===== config.mk =====
export PLATFORM = sky130hd
export DESIGN_NAME = prefixed_uint64_literal_parser
export DESIGN_NICKNAME = d
export VERILOG_FILES = /design/src/hw/rtl/plup_pkg.sv /design/src/hw/rtl/plup_mac.sv /design/src/hw/rtl/plup_step.sv /design/src/hw/rtl/prefixed_uint64_literal_parser.sv
export VERILOG_INCLUDE_DIRS = /design/src /design/src/hw/rtl
export SDC_FILE = /design/constraint.sdc
export NUM_CORES = 1
export LEC_CHECK = 0
export ABC_AREA = 1
export BUFFER_PORTS_ARGS = -buffer_cell sky130_fd_sc_hd__buf_2
export CAP_MARGIN = 20
export CORE_UTILIZATION = 28
export CTS_CLUSTER_DIAMETER = 50
export CTS_CLUSTER_SIZE = 16
export DETAILED_ROUTE_END_ITERATION = 12
export GPL_ROUTABILITY_DRIVEN = 0
export GPL_TIMING_DRIVEN = 0
export HOLD_SLACK_MARGIN = 0.06
export REMOVE_ABC_BUFFERS = 1
export SLEW_MARGIN = 20
export SYNTH_ARGS = -nofsm -noshare
export SYNTH_HDL_FRONTEND = slang
export SYNTH_SLANG_ARGS = --single-unit

===== constraint.sdc =====
create_clock -name clk -period 17 [get_ports clk]
set_input_delay 3.4 -clock clk [delete_from_list [all_inputs] [get_ports clk]]
set_output_delay 3.4 -clock clk [all_outputs]
set_load 0.02 [all_outputs]

===== src/hw/rtl/prefixed_uint64_literal_parser_defines.svh =====
// Assertion macros for the prefixed uint64 literal parser.
// Used by the top level; expects clk and rst_n in scope where expanded.
`ifndef PREFIXED_UINT64_LITERAL_PARSER_DEFINES_SVH
`define PREFIXED_UINT64_LITERAL_PARSER_DEFINES_SVH

`ifndef SYNTHESIS
// Same-cycle implication.
`define PLUP_ASSERT_IMPLY(label, ante, cons) \
    label: assert property (@(posedge clk) disable iff (!rst_n) (ante) |-> (cons)) \
        else $error("assertion failed: same-cycle implication");
// Next-cycle implication.
`define PLUP_ASSERT_NEXT(label, ante, cons) \
    label: assert property (@(posedge clk) disable iff (!rst_n) (ante) |=> (cons)) \
        else $error("assertion failed: next-cycle implication");
`else
`define PLUP_ASSERT_IMPLY(label, ante, cons)
`define PLUP_ASSERT_NEXT(label, ante, cons)
`endif

`endif


===== src/hw/rtl/plup_pkg.sv =====
// Shared types and constants of the prefixed uint64 literal parser.
// No dependencies.
`timescale 1ns / 1ps

package plup_pkg;

    typedef enum logic [2:0] {
        PH_START  = 3'd0,
        PH_ZERO   = 3'd1,
        PH_DIGITS = 3'd2,
        PH_SUFFIX = 3'd3,
        PH_ERROR  = 3'd4
    } phase_t;

    typedef enum logic [1:0] {
        BASE_DEC = 2'd0,
        BASE_HEX = 2'd1,
        BASE_OCT = 2'd2,
        BASE_BIN = 2'd3
    } base_t;

    // Error kinds double as the status codes of a result.
    typedef enum logic [1:0] {
        ERR_NONE = 2'd0,
        ERR_OVF  = 2'd1,
        ERR_SYN  = 2'd2
    } err_t;

    typedef struct packed {
        phase_t      phase;
        base_t       base;
        logic [63:0] acc;
        err_t        err;
    } parse_state_t;

    localparam parse_state_t STATE_RESET = '{
        phase: PH_START,
        base:  BASE_DEC,
        acc:   64'd0,
        err:   ERR_NONE
    };

    localparam logic [7:0] CH_ZERO  = 8'h30;
    localparam logic [7:0] CH_NINE  = 8'h39;
    localparam logic [7:0] CH_UP_A  = 8'h41;
    localparam logic [7:0] CH_UP_F  = 8'h46;
    localparam logic [7:0] CH_LO_A  = 8'h61;
    localparam logic [7:0] CH_LO_F  = 8'h66;
    localparam logic [7:0] CH_LO_X  = 8'h78;
    localparam logic [7:0] CH_UP_X  = 8'h58;
    localparam logic [7:0] CH_LO_O  = 8'h6f;
    localparam logic [7:0] CH_UP_O  = 8'h4f;
    localparam logic [7:0] CH_LO_B  = 8'h62;
    localparam logic [7:0] CH_UP_B  = 8'h42;
    localparam logic [7:0] CH_LO_U  = 8'h75;
    localparam logic [7:0] CH_UP_U  = 8'h55;

    // Largest accumulator that can still be multiplied by the base.
    localparam logic [63:0] LIMIT_HEX = 64'h0FFF_FFFF_FFFF_FFFF;
    localparam logic [63:0] LIMIT_OCT = 64'h1FFF_FFFF_FFFF_FFFF;
    localparam logic [63:0] LIMIT_BIN = 64'h7FFF_FFFF_FFFF_FFFF;
    localparam logic [63:0] LIMIT_DEC = 64'h1999_9999_9999_9999;

endpackage


===== src/hw/rtl/plup_mac.sv =====
// Digit decode and shift-add multiply-accumulate with overflow detection.
// Depends on plup_pkg.
`timescale 1ns / 1ps

module plup_mac
(
    input  plup_pkg::base_t base,
    input  logic [63:0]     acc,
    input  logic [7:0]      ch,
    output logic            digit_ok,
    output logic            ovf,
    output logic [63:0]     sum
);

    logic [4:0]  digit;
    logic [4:0]  radix;
    logic [63:0] limit;
    logic [63:0] product;
    logic [64:0] wide_sum;

    // Hex-aware digit value; 16 marks a non-digit.
    always_comb
    begin
        if (ch >= plup_pkg::CH_ZERO && ch <= plup_pkg::CH_NINE)
        begin
            digit = 5'(ch - plup_pkg::CH_ZERO);
        end
        else if (ch >= plup_pkg::CH_UP_A && ch <= plup_pkg::CH_UP_F)
        begin
            digit = 5'(ch - plup_pkg::CH_UP_A) + 5'd10;
        end
        else if (ch >= plup_pkg::CH_LO_A && ch <= plup_pkg::CH_LO_F)
        begin
            digit = 5'(ch - plup_pkg::CH_LO_A) + 5'd10;
        end
        else
        begin
            digit = 5'd16;
        end
    end

    always_comb
    begin
        unique case (base)
            plup_pkg::BASE_HEX:
            begin
                radix   = 5'd16;
                limit   = plup_pkg::LIMIT_HEX;
                product = {acc[59:0], 4'b0};
            end
            plup_pkg::BASE_OCT:
            begin
                radix   = 5'd8;
                limit   = plup_pkg::LIMIT_OCT;
                product = {acc[60:0], 3'b0};
            end
            plup_pkg::BASE_BIN:
            begin
                radix   = 5'd2;
                limit   = plup_pkg::LIMIT_BIN;
                product = {acc[62:0], 1'b0};
            end
            default:
            begin
                radix   = 5'd10;
                limit   = plup_pkg::LIMIT_DEC;
                product = {acc[60:0], 3'b0} + {acc[62:0], 1'b0};
            end
        endcase
    end

    // Product is exact whenever acc is within the limit; carry out flags the add.
    assign wide_sum = {1'b0, product} + {60'd0, digit};
    assign sum      = wide_sum[63:0];
    assign digit_ok = (digit < radix);
    assign ovf      = (acc > limit) || wide_sum[64];

endmodule


===== src/hw/rtl/plup_step.sv =====
// Next-state logic of the parser for one character item.
// Depends on plup_pkg and plup_mac.
`timescale 1ns / 1ps

module plup_step
(
    input  plup_pkg::parse_state_t cur,
    input  logic [7:0]             ch,
    input  logic                   has_char,
    output plup_pkg::parse_state_t nxt
);

    plup_pkg::base_t mac_base;
    logic [63:0]     mac_acc;
    logic            digit_ok;
    logic            ovf;
    logic [63:0]     sum;
    logic            is_u;
    logic            suffix_ok;

    always_comb
    begin
        unique case (cur.phase)
            plup_pkg::PH_ZERO:
            begin
                mac_base = plup_pkg::BASE_OCT;
                mac_acc  = 64'd0;
            end
            plup_pkg::PH_DIGITS:
            begin
                mac_base = cur.base;
                mac_acc  = cur.acc;
            end
            default:
            begin
                mac_base = plup_pkg::BASE_DEC;
                mac_acc  = cur.acc;
            end
        endcase
    end

    plup_mac u_mac
    (
        .base     (mac_base),
        .acc      (mac_acc),
        .ch       (ch),
        .digit_ok (digit_ok),
        .ovf      (ovf),
        .sum      (sum)
    );

    assign is_u      = (ch == plup_pkg::CH_LO_U) || (ch == plup_pkg::CH_UP_U);
    assign suffix_ok = is_u && ((mac_base == plup_pkg::BASE_DEC) ||
                                ((mac_base == plup_pkg::BASE_OCT) && (mac_acc == 64'd0)));

    always_comb
    begin
        logic take_digit;
        take_digit = 1'b0;
        nxt        = cur;
        if (has_char)
        begin
            unique case (cur.phase)
                plup_pkg::PH_ZERO:
                begin
                    nxt.phase = plup_pkg::PH_DIGITS;
                    if (ch == plup_pkg::CH_LO_X || ch == plup_pkg::CH_UP_X)
                    begin
                        nxt.base = plup_pkg::BASE_HEX;
                    end
                    else if (ch == plup_pkg::CH_LO_O || ch == plup_pkg::CH_UP_O)
                    begin
                        nxt.base = plup_pkg::BASE_OCT;
                    end
                    else if (ch == plup_pkg::CH_LO_B || ch == plup_pkg::CH_UP_B)
                    begin
                        nxt.base = plup_pkg::BASE_BIN;
                    end
                    else
                    begin
                        // leading zero counts as an octal digit
                        nxt.base   = plup_pkg::BASE_OCT;
                        nxt.acc    = 64'd0;
                        take_digit = 1'b1;
                    end
                end
                plup_pkg::PH_DIGITS:
                begin
                    take_digit = 1'b1;
                end
                plup_pkg::PH_SUFFIX:
                begin
                    nxt.phase = plup_pkg::PH_ERROR;
                    nxt.err   = plup_pkg::ERR_SYN;
                end
                plup_pkg::PH_ERROR:
                begin
                    nxt = cur;
                end
                default:
                begin
                    if (ch == plup_pkg::CH_ZERO)
                    begin
                        nxt.phase = plup_pkg::PH_ZERO;
                    end
                    else
                    begin
                        nxt.base   = plup_pkg::BASE_DEC;
                        nxt.phase  = plup_pkg::PH_DIGITS;
                        take_digit = 1'b1;
                    end
                end
            endcase

            if (take_digit)
            begin
                if (digit_ok)
                begin
                    if (ovf)
                    begin
                        nxt.phase = plup_pkg::PH_ERROR;
                        nxt.err   = plup_pkg::ERR_OVF;
                    end
                    else
                    begin
                        nxt.acc = sum;
                    end
                end
                else if (suffix_ok)
                begin
                    nxt.phase = plup_pkg::PH_SUFFIX;
                end
                else
                begin
                    nxt.phase = plup_pkg::PH_ERROR;
                    nxt.err   = plup_pkg::ERR_SYN;
                end
            end
        end
    end

endmodule


===== src/hw/rtl/prefixed_uint64_literal_parser.sv =====
// Prefixed uint64 literal parser, one character per transaction.
// Each accepted item is held in the input register; a final item's result is then
// loaded into the result register. Throughput: one item per cycle while in_stall is low.
// in_stall rises only while a final item waits for a stalled result register.
// Reset (rst_n, async, active low) returns the parser to the start of a string
// and empties both the input and the result registers.
`timescale 1ns / 1ps
`include "prefixed_uint64_literal_parser_defines.svh"

module prefixed_uint64_literal_parser
(
    input  logic        clk,
    input  logic        rst_n,
    input  logic        in_valid,
    output logic        in_stall,
    input  logic [7:0]  ch,
    input  logic        has_char,
    input  logic        last,
    output logic        out_valid,
    input  logic        out_stall,
    output logic [63:0] number,
    output logic [1:0]  status
);

    logic                   in_valid_reg;
    logic [7:0]             ch_reg;
    logic                   has_char_reg;
    logic                   last_reg;
    plup_pkg::parse_state_t state_reg;
    plup_pkg::parse_state_t state_next;
    plup_pkg::parse_state_t stepped;
    logic                   out_valid_reg;
    logic [63:0]            number_reg;
    logic [63:0]            number_next;
    logic [1:0]             status_reg;
    logic [1:0]             status_next;
    logic                   out_free;
    logic                   advance;

    assign out_free = !out_valid_reg || !out_stall;
    assign advance  = in_valid_reg && (!last_reg || out_free);
    assign in_stall = in_valid_reg && !advance;

    always_ff @(posedge clk or negedge rst_n)
    begin
        if (!rst_n)
        begin
            in_valid_reg <= 1'b0;
        end
        else if (!in_stall)
        begin
            in_valid_reg <= in_valid;
        end
    end

    always_ff @(posedge clk)
    begin
        if (in_valid && !in_stall)
        begin
            ch_reg       <= ch;
            has_char_reg <= has_char;
            last_reg     <= last;
        end
    end

    plup_step u_step
    (
        .cur      (state_reg),
        .ch       (ch_reg),
        .has_char (has_char_reg),
        .nxt      (stepped)
    );

    always_comb
    begin
        state_next = stepped;
        if (last_reg)
        begin
            state_next = plup_pkg::STATE_RESET;
        end

        unique case (stepped.phase) inside
            plup_pkg::PH_ERROR:
            begin
                number_next = 64'd0;
                status_next = stepped.err;
            end
            plup_pkg::PH_DIGITS, plup_pkg::PH_SUFFIX:
            begin
                number_next = stepped.acc;
                status_next = plup_pkg::ERR_NONE;
            end
            default:
            begin
                number_next = 64'd0;
                status_next = plup_pkg::ERR_NONE;
            end
        endcase
    end

    always_ff @(posedge clk or negedge rst_n)
    begin
        if (!rst_n)
        begin
            state_reg <= plup_pkg::STATE_RESET;
        end
        else if (advance)
        begin
            state_reg <= state_next;
        end
    end

    always_ff @(posedge clk or negedge rst_n)
    begin
        if (!rst_n)
        begin
            out_valid_reg <= 1'b0;
        end
        else if (out_free)
        begin
            out_valid_reg <= advance && last_reg;
        end
    end

    // Load the result only when a final item leaves the input register.
    always_ff @(posedge clk)
    begin
        if (advance && last_reg)
        begin
            number_reg <= number_next;
            status_reg <= status_next;
        end
    end

    assign out_valid = out_valid_reg;
    assign number    = number_reg;
    assign status    = status_reg;

    `PLUP_ASSERT_IMPLY(a_error_has_kind, state_reg.phase == plup_pkg::PH_ERROR, state_reg.err != plup_pkg::ERR_NONE)
    `PLUP_ASSERT_NEXT(a_last_restarts, advance && last_reg, state_reg.phase == plup_pkg::PH_START && state_reg.acc == 64'd0)
    `PLUP_ASSERT_IMPLY(a_bad_status_zero, out_valid_reg && status_reg != plup_pkg::ERR_NONE, number_reg == 64'd0)
    `PLUP_ASSERT_IMPLY(a_mid_never_stalls, in_valid_reg && !last_reg, !in_stall)

endmodule


* Yosys cells after proc, flatten, opt, wreduce, memory -nomap -nowiden
Index checks and enable logic that the tools add are counted.
** Storage, ports and cells
- Logic and storage cells :: 115
- Register bits :: 149
- Input port bits :: 14
** Cells by class
- Add/subtract/negate cells :: 7
- Eq/ne operators :: 21
- Mux-type cells :: 38
- Reductions and logical operators :: 30
- $lt $le $gt $ge :: 8
** Operator list (number)
- 64-bit 2-to-1 mux :: 7
- 64-bit case mux with 3 select lines :: 1
- 63-bit case mux with 3 select lines :: 1
- 71-bit 2-to-1 mux :: 2
- 66-bit 2-to-1 mux :: 1
- 64-bit by 5-bit adder with 65-bit output :: 1
- 64-bit adder :: 1
- 8-bit by 7-bit equality test with 1-bit output, second input constant :: 8
- 64-bit greater-than comparator :: 1
- 64-bit zero test :: 1
- 8-bit by 7-bit >= comparator with 1-bit output, second input constant :: 2
- 8-bit by 7-bit less-or-equal comparator with 1-bit output, second input constant :: 2
- 2-bit 2-to-1 mux :: 8
- 5-bit 2-to-1 mux :: 3
- 5-bit case mux with 3 select lines :: 1
- 3-bit by 2-bit equality test with 1-bit output, second input constant :: 4
- 3-bit 2-to-1 mux :: 4
- 5-bit by 4-bit adder with 5-bit output, second input constant :: 2
- 5-bit by 1-bit subtractor with 5-bit output, second input constant :: 2
- 1-bit logical AND :: 9
- 3-bit case mux with 3 select lines :: 1
- 8-bit by 6-bit equality test with 1-bit output, second input constant :: 1
- 8-bit by 6-bit >= comparator with 1-bit output, second input constant :: 1
- 8-bit by 6-bit less-or-equal comparator with 1-bit output, second input constant :: 1
- 18 further kinds :: 39

* Longest topological paths before layout
- Depth after elaboration :: 13
- Gate-level depth with buffers :: 44
- Gate-level depth less buffers :: 38

* Modules after synthesis
A second synthesis with hierarchy kept.
** Unflattened totals
- Cell total of the unflattened synthesis :: 3373
- Area total of the unflattened synthesis :: 20248.2 um2
** By module, submodules not included
- plup_mac :: cells an instance 2203, area an instance 10847.9 um2, instances 1, seq. area each 0.0 um2
- prefixed_uint64_literal_parser :: cells an instance 530, area an instance 5626.6 um2, instances 1, seq. area each 4108.9 um2
- plup_step :: cells an instance 640, area an instance 3773.6 um2, instances 1, seq. area each 0.0 um2

* Worst setup path after synthesis
OpenSTA, ideal clock, no wires.
- Path kind :: input to output
- From :: input out_stall
- To :: output in_stall
- Data arrival time :: 3819 ps
- Stages on the path :: 2
- Required time :: 13600 ps
- Setup slack :: 9781 ps
- Path buffers :: 0
- Path through :: nand3_1 -> nor2_1
** Between the ends
- Word-level cells in the longest chain between the ends :: 6
** Ends and longest elaborated chain
- start, declared :: line prefixed_uint64_literal_parser.sv:20 : input logic out_stall,
- 1-bit zero test :: line prefixed_uint64_literal_parser.sv:40 : assign out_free = !out_valid_reg || !out_stall;
- 1-bit logical OR :: line prefixed_uint64_literal_parser.sv:40
- 1-bit logical OR :: line prefixed_uint64_literal_parser.sv:41 : assign advance = in_valid_reg && (!last_reg || out_free);
- 1-bit logical AND :: line prefixed_uint64_literal_parser.sv:41
- 1-bit zero test :: line prefixed_uint64_literal_parser.sv:42 : assign in_stall = in_valid_reg && !advance;
- 1-bit logical AND :: line prefixed_uint64_literal_parser.sv:42
- end, declared :: line prefixed_uint64_literal_parser.sv:15 : output logic in_stall,
No other way between the ends.

* Final worst setup path
- From :: register state_reg[69] in the netlist's numbering
- To :: register number_reg[28] (netlist: number[28]) (data pin)
** Between the ends
- Word-level cells in the longest chain between the ends :: 12
- Elaborated cells on any way between the ends :: 39
- Those cells by class :: add/sub: 2; order compare: 2; eq/ne: 9; mux: 17; reduce/logical: 9
** Ends and longest elaborated chain
- start, declared :: line prefixed_uint64_literal_parser.sv:29 : plup_pkg::parse_state_t state_reg;
- start signal, assigned :: line prefixed_uint64_literal_parser.sv:105 : state_reg <= plup_pkg::STATE_RESET;
- start signal, assigned :: line prefixed_uint64_literal_parser.sv:109 : state_reg <= state_next;
- 3-bit by 1-bit equality test with 1-bit output or 3-bit by 2-bit equality test with 1-bit output (tied branches) :: line plup_step.sv:23, plup_step.sv:63
- 64-bit 2-to-1 mux or 2-bit case mux with 2 select lines (tied branches) :: line plup_step.sv:23 : unique case (cur.phase)
- 64-bit adder, or another cell as far along :: line plup_mac.sv:67 : product = {acc[60:0], 3'b0} + {acc[62:0], 1'b0};
- 64-bit case mux with 3 select lines, or another cell as far along :: line plup_mac.sv:44 : unique case (base)
- 64-bit by 5-bit adder with 65-bit output, or another cell as far along :: line plup_mac.sv:73 : assign wide_sum = {1'b0, product} + {60'd0, digit};
- 1-bit logical OR or 1-bit logical AND (tied branches) :: line plup_mac.sv:76, plup_step.sv:53
- 3-bit 2-to-1 mux (on tied branches) :: line plup_step.sv:119, plup_step.sv:129
- 3-bit 2-to-1 mux :: line plup_step.sv:117 : if (digit_ok)
- 3-bit 2-to-1 mux :: line plup_step.sv:115 : if (take_digit)
- 71-bit 2-to-1 mux * :: line plup_step.sv:61 : if (has_char)
- 3-bit by 2-bit equality test with 1-bit output (no line)
- 2-bit OR reduction :: line prefixed_uint64_literal_parser.sv:82 : unique case (stepped.phase) inside
- end signal, assigned :: line prefixed_uint64_literal_parser.sv:130 : number_reg <= number_next;
- end, declared :: line prefixed_uint64_literal_parser.sv:33 : logic [63:0] number_reg;
Every way passes the cells marked *; elsewhere a longest branch is shown, timed or not. The select of a mux whose other input is x is not followed.
A chain may end at the register's enable or synchronous reset.

==> reports/qor.txt <==
Worst EP arrival = 8190 ps
Final Hold Fails = 0
Met2 WL = 33.58 mm
Min Tclk post-route = 7870 ps
Setup Total Neg Slack = 0 ps
Routed wire length = 75.72 mm
# fillers = 7,624
Slew HR = 17.20%
Final setup violation count = 0
Crit-path most repeated cell = inv_1
Yosys top cell area share = 24.98%
Post-CTS Hold Fix Bufs = 0
Post-synthesis adder-cell area fraction = 2.899%
Routed vias = 22,470
Warnings from Yosys = 0
WS Path Type = register to register
Hold WC Path Type = register to register
CTS sink cnt = 149
Reg-to-reg startpoint = state_reg[69]$_DFFE_PN0P_
Placed Cells = 4,327
HPWL after DPL = 59.47 mm
Max Clock Freq = 0.1271 GHz
Met3 wire len = 6.635 mm
FF/Latch Area = 4109 um2
Max-slew violation count = 0
CP endpoint kind = register
Clock skew = 16.20 ps
Grt total ovfl = 0
RSZ-0062 raised after global routing = false
Synth Area in XOR/XNOR = 1.820%
NetSw = 0.0007910 W
Initial antenna violation count = 0
Clk network pwr share = 24.3%
Clk_lat worst skew = 460 ps
DP Area = 20,450 um2
P&R area growth vs syn = 9.238%
Cell with the most instances after synthesis = nand2_1
Ant diodes = 0
Leakage = 10.76 nW
Yosys top cell by area = nand2_1
Post-synth cell types = 57
Crit start category = register
Multi-input logic area = 12,440 um2
Max reg flops = 71
Synth top area cells = nand2_1 (25%), edfxtp_1 (12%), inv_1 (10%), dfrtp_1 (9.5%), nand3_1 (8.9%)
Initial Util = 28.46%
Mapped Area = 19,250 um2
Setup repair bufs after CTS = 0
Synth Area per Inst = 5.520 um2
Iteration-0 DRC Markers = 2,420
Number of flops mapped to enable cells by yosys = 76
Vias per cell = 5.154
Period utilization = 46.29%
Synth Instances = 3,487
Compound-Gate Fraction of Synth Area = 10.49%
Metal-1 WL = 32.81 mm
WP data required = 17,320 ps
Mux cell area share after synthesis = 0%
CP startpoint = state_reg[69]$_DFFE_PN0P_
Peak supply drop = 0.06579 mV
H-tree level count = 4
Die X = 264.2 um
Share of cells above drive strength 1 = 8.204%
Antenna Violating Nets Remaining = 0
Top sig layer = met4
Root buf cell = clkbuf_16
CTS tree = done
Post-CTS sizing = 0
Largest net degree at the start of global routing = 76
Clk slew on worst S/H paths = 70 ps
# rows = 95
Count of state elements after synthesis = 149
R2R depth = 33
Hold path cells = 2
Worst Tran Pin Value = 1231 ps
Status = completed
Nets = 3,531
Layout Cells excl Fill = 4,359
DRC = 0
Peak fanout along the critical path = 50
Power share of the sequential group = 28.7%
Internal = 0.0008335 W
Num ports = 82
Vias in the first global route = 20,380
Synth top cells by count = nand2_1 (1,281), inv_1 (511), nor2_1 (375)
Clock buffer depth = 2
Design Area, Final = 21,030 um2
Synth Flop Type = edfxtp_1
P per Cell Area = 77.26 nW/um2
Inserted Clock Buffers = 17
CP max-delay cell = clkinv_1
Comb power frac = 47.0%
GRT Total Usage = 21.39%
Routed len/inst = 17.37 um
Net Sw Frac = 48.69%
Ys async rst share = 48.99%
First-pass GRT wire length = 116.7 mm
CP max stage delay = 830 ps
Largest family of logic cells by synthesized area = simple AND/OR/NAND/NOR gates
Max Cap Viol = 0
Pre-Repair DR Iteration Count = 7
Post-synthesis simple-gate area fraction = 49.11%
Die Area = 69,790 um2
CORE AREA = 67,630 um2
I/O Buffers = 81
Die height = 264.2 um
Post-synthesis sequential area ratio = 21.35%
Hold Path Origin = out_valid$_DFFE_PN0P_
-- layout by cell type (no fill, tap or decap), drive strengths merged, types with 2 or more instances in the layout --
| master | synthesis | layout |
|---|---|---|
| buf | 54 | 98 |
| xnor2 | 10 | 10 |
| nand4 | 55 | 55 |
| nor3 | 36 | 36 |
| a221oi | 14 | 14 |
| clkinvlp | 0 | 2 |
| dfrtp | 73 | 73 |
| nand2 | 1316 | 1316 |
| edfxtp | 76 | 76 |
| nor2 | 423 | 423 |
| a21oi | 95 | 95 |
| o32ai | 3 | 3 |
| o22ai | 26 | 26 |
| or2 | 6 | 6 |
| a21o | 2 | 2 |
| o2111ai | 27 | 27 |
| o211ai | 9 | 9 |
| o21ai | 129 | 129 |
| and2 | 23 | 23 |
| o311ai | 3 | 3 |
| a211oi | 2 | 2 |
| a21boi | 6 | 6 |
| ha | 43 | 43 |
| xor2 | 30 | 30 |
| nand3b | 4 | 4 |
| nor4 | 8 | 8 |
| o21bai | 8 | 8 |
| nand3 | 358 | 358 |
| inv | 548 | 555 |
| a31oi | 8 | 8 |
| a2111oi | 2 | 2 |
| clkbuf | 77 | 18 |
| clkinv | 5 | 9 |
-- cell type report --
cell class / instances / area share (%)
clock buffers: 18 / 2.041
repair buffers: 98 / 3.446
well taps: 873 / 5.195
inverters: 553 / 9.920
multi-input cells: 2654 / 59.19
clock inverters: 14 / 0.6665
flip-flops and latches: 149 / 19.54
-- metal layers --
layer  GRT usage [%]  vias to the layer above
met4           8.061                        0
met5               0                        -
met3           3.384                      148
met2           34.22                     1044
li1                -                    10990
met1           28.78                    10290
-- power by group through the flow --
stage,sequential (W),combinational (W),clock [W]
floorplan,0.000465,0.000490,0
global placement,0.000473,0.000724,0
detailed placement,0.000471,0.000738,0
CTS,0.000463,0.000742,0.000402
global route,0.000469,0.000838,0.000409
finish,0.000466,0.000763,0.000395
-- worst max-delay path: cells and delay by family (launching register included) --
family          cells  cell delay (ps)
compound gates      7             1670
fa+ha+maj           2              700
flops               1              380
buf+inv             9             1860
simple gates       15             3060
-- final timing paths --
check | end | slack, ps
hold reg to reg | out_valid$_DFFE_PN0P_ | 520
setup / recovery | number[28]$_SDFFCE_PN0P_ | 9130
setup reg to reg | number[28]$_SDFFCE_PN0P_ | 9130
min in group asynchronous | state_reg[53]$_DFFE_PN0P_ | 2770
max in group asynchronous | state_reg[14]$_DFFE_PN0P_ | 13570
hold / removal | out_valid$_DFFE_PN0P_ | 520
-- through the flow --
step	power, W	hold slack [ps]	util [%]	worst slack (ps)
final	0.001624	517.7	31.09	9130
after global routing	0.001717	553.8	31.09	8579
after CTS	0.001607	521.9	31.08	8896
after detailed placement	0.001209	495.7	30.24	8906
after global placement	0.001197	498.5	29.66	2988
after floorplan	0.0009555	468.4	-	8397
-- logic make-up (layout without fill, tap and decap cells) --
kind of cell | count (synthesis) | after routing
compound gates | 339 | 339
xor+xnor | 40 | 40
flops | 149 | 149
buf+inv | 684 | 683
simple gates | 2231 | 2231
fa+ha+maj | 44 | 44
No activity file was read; power rests on OpenSTA's default activity.
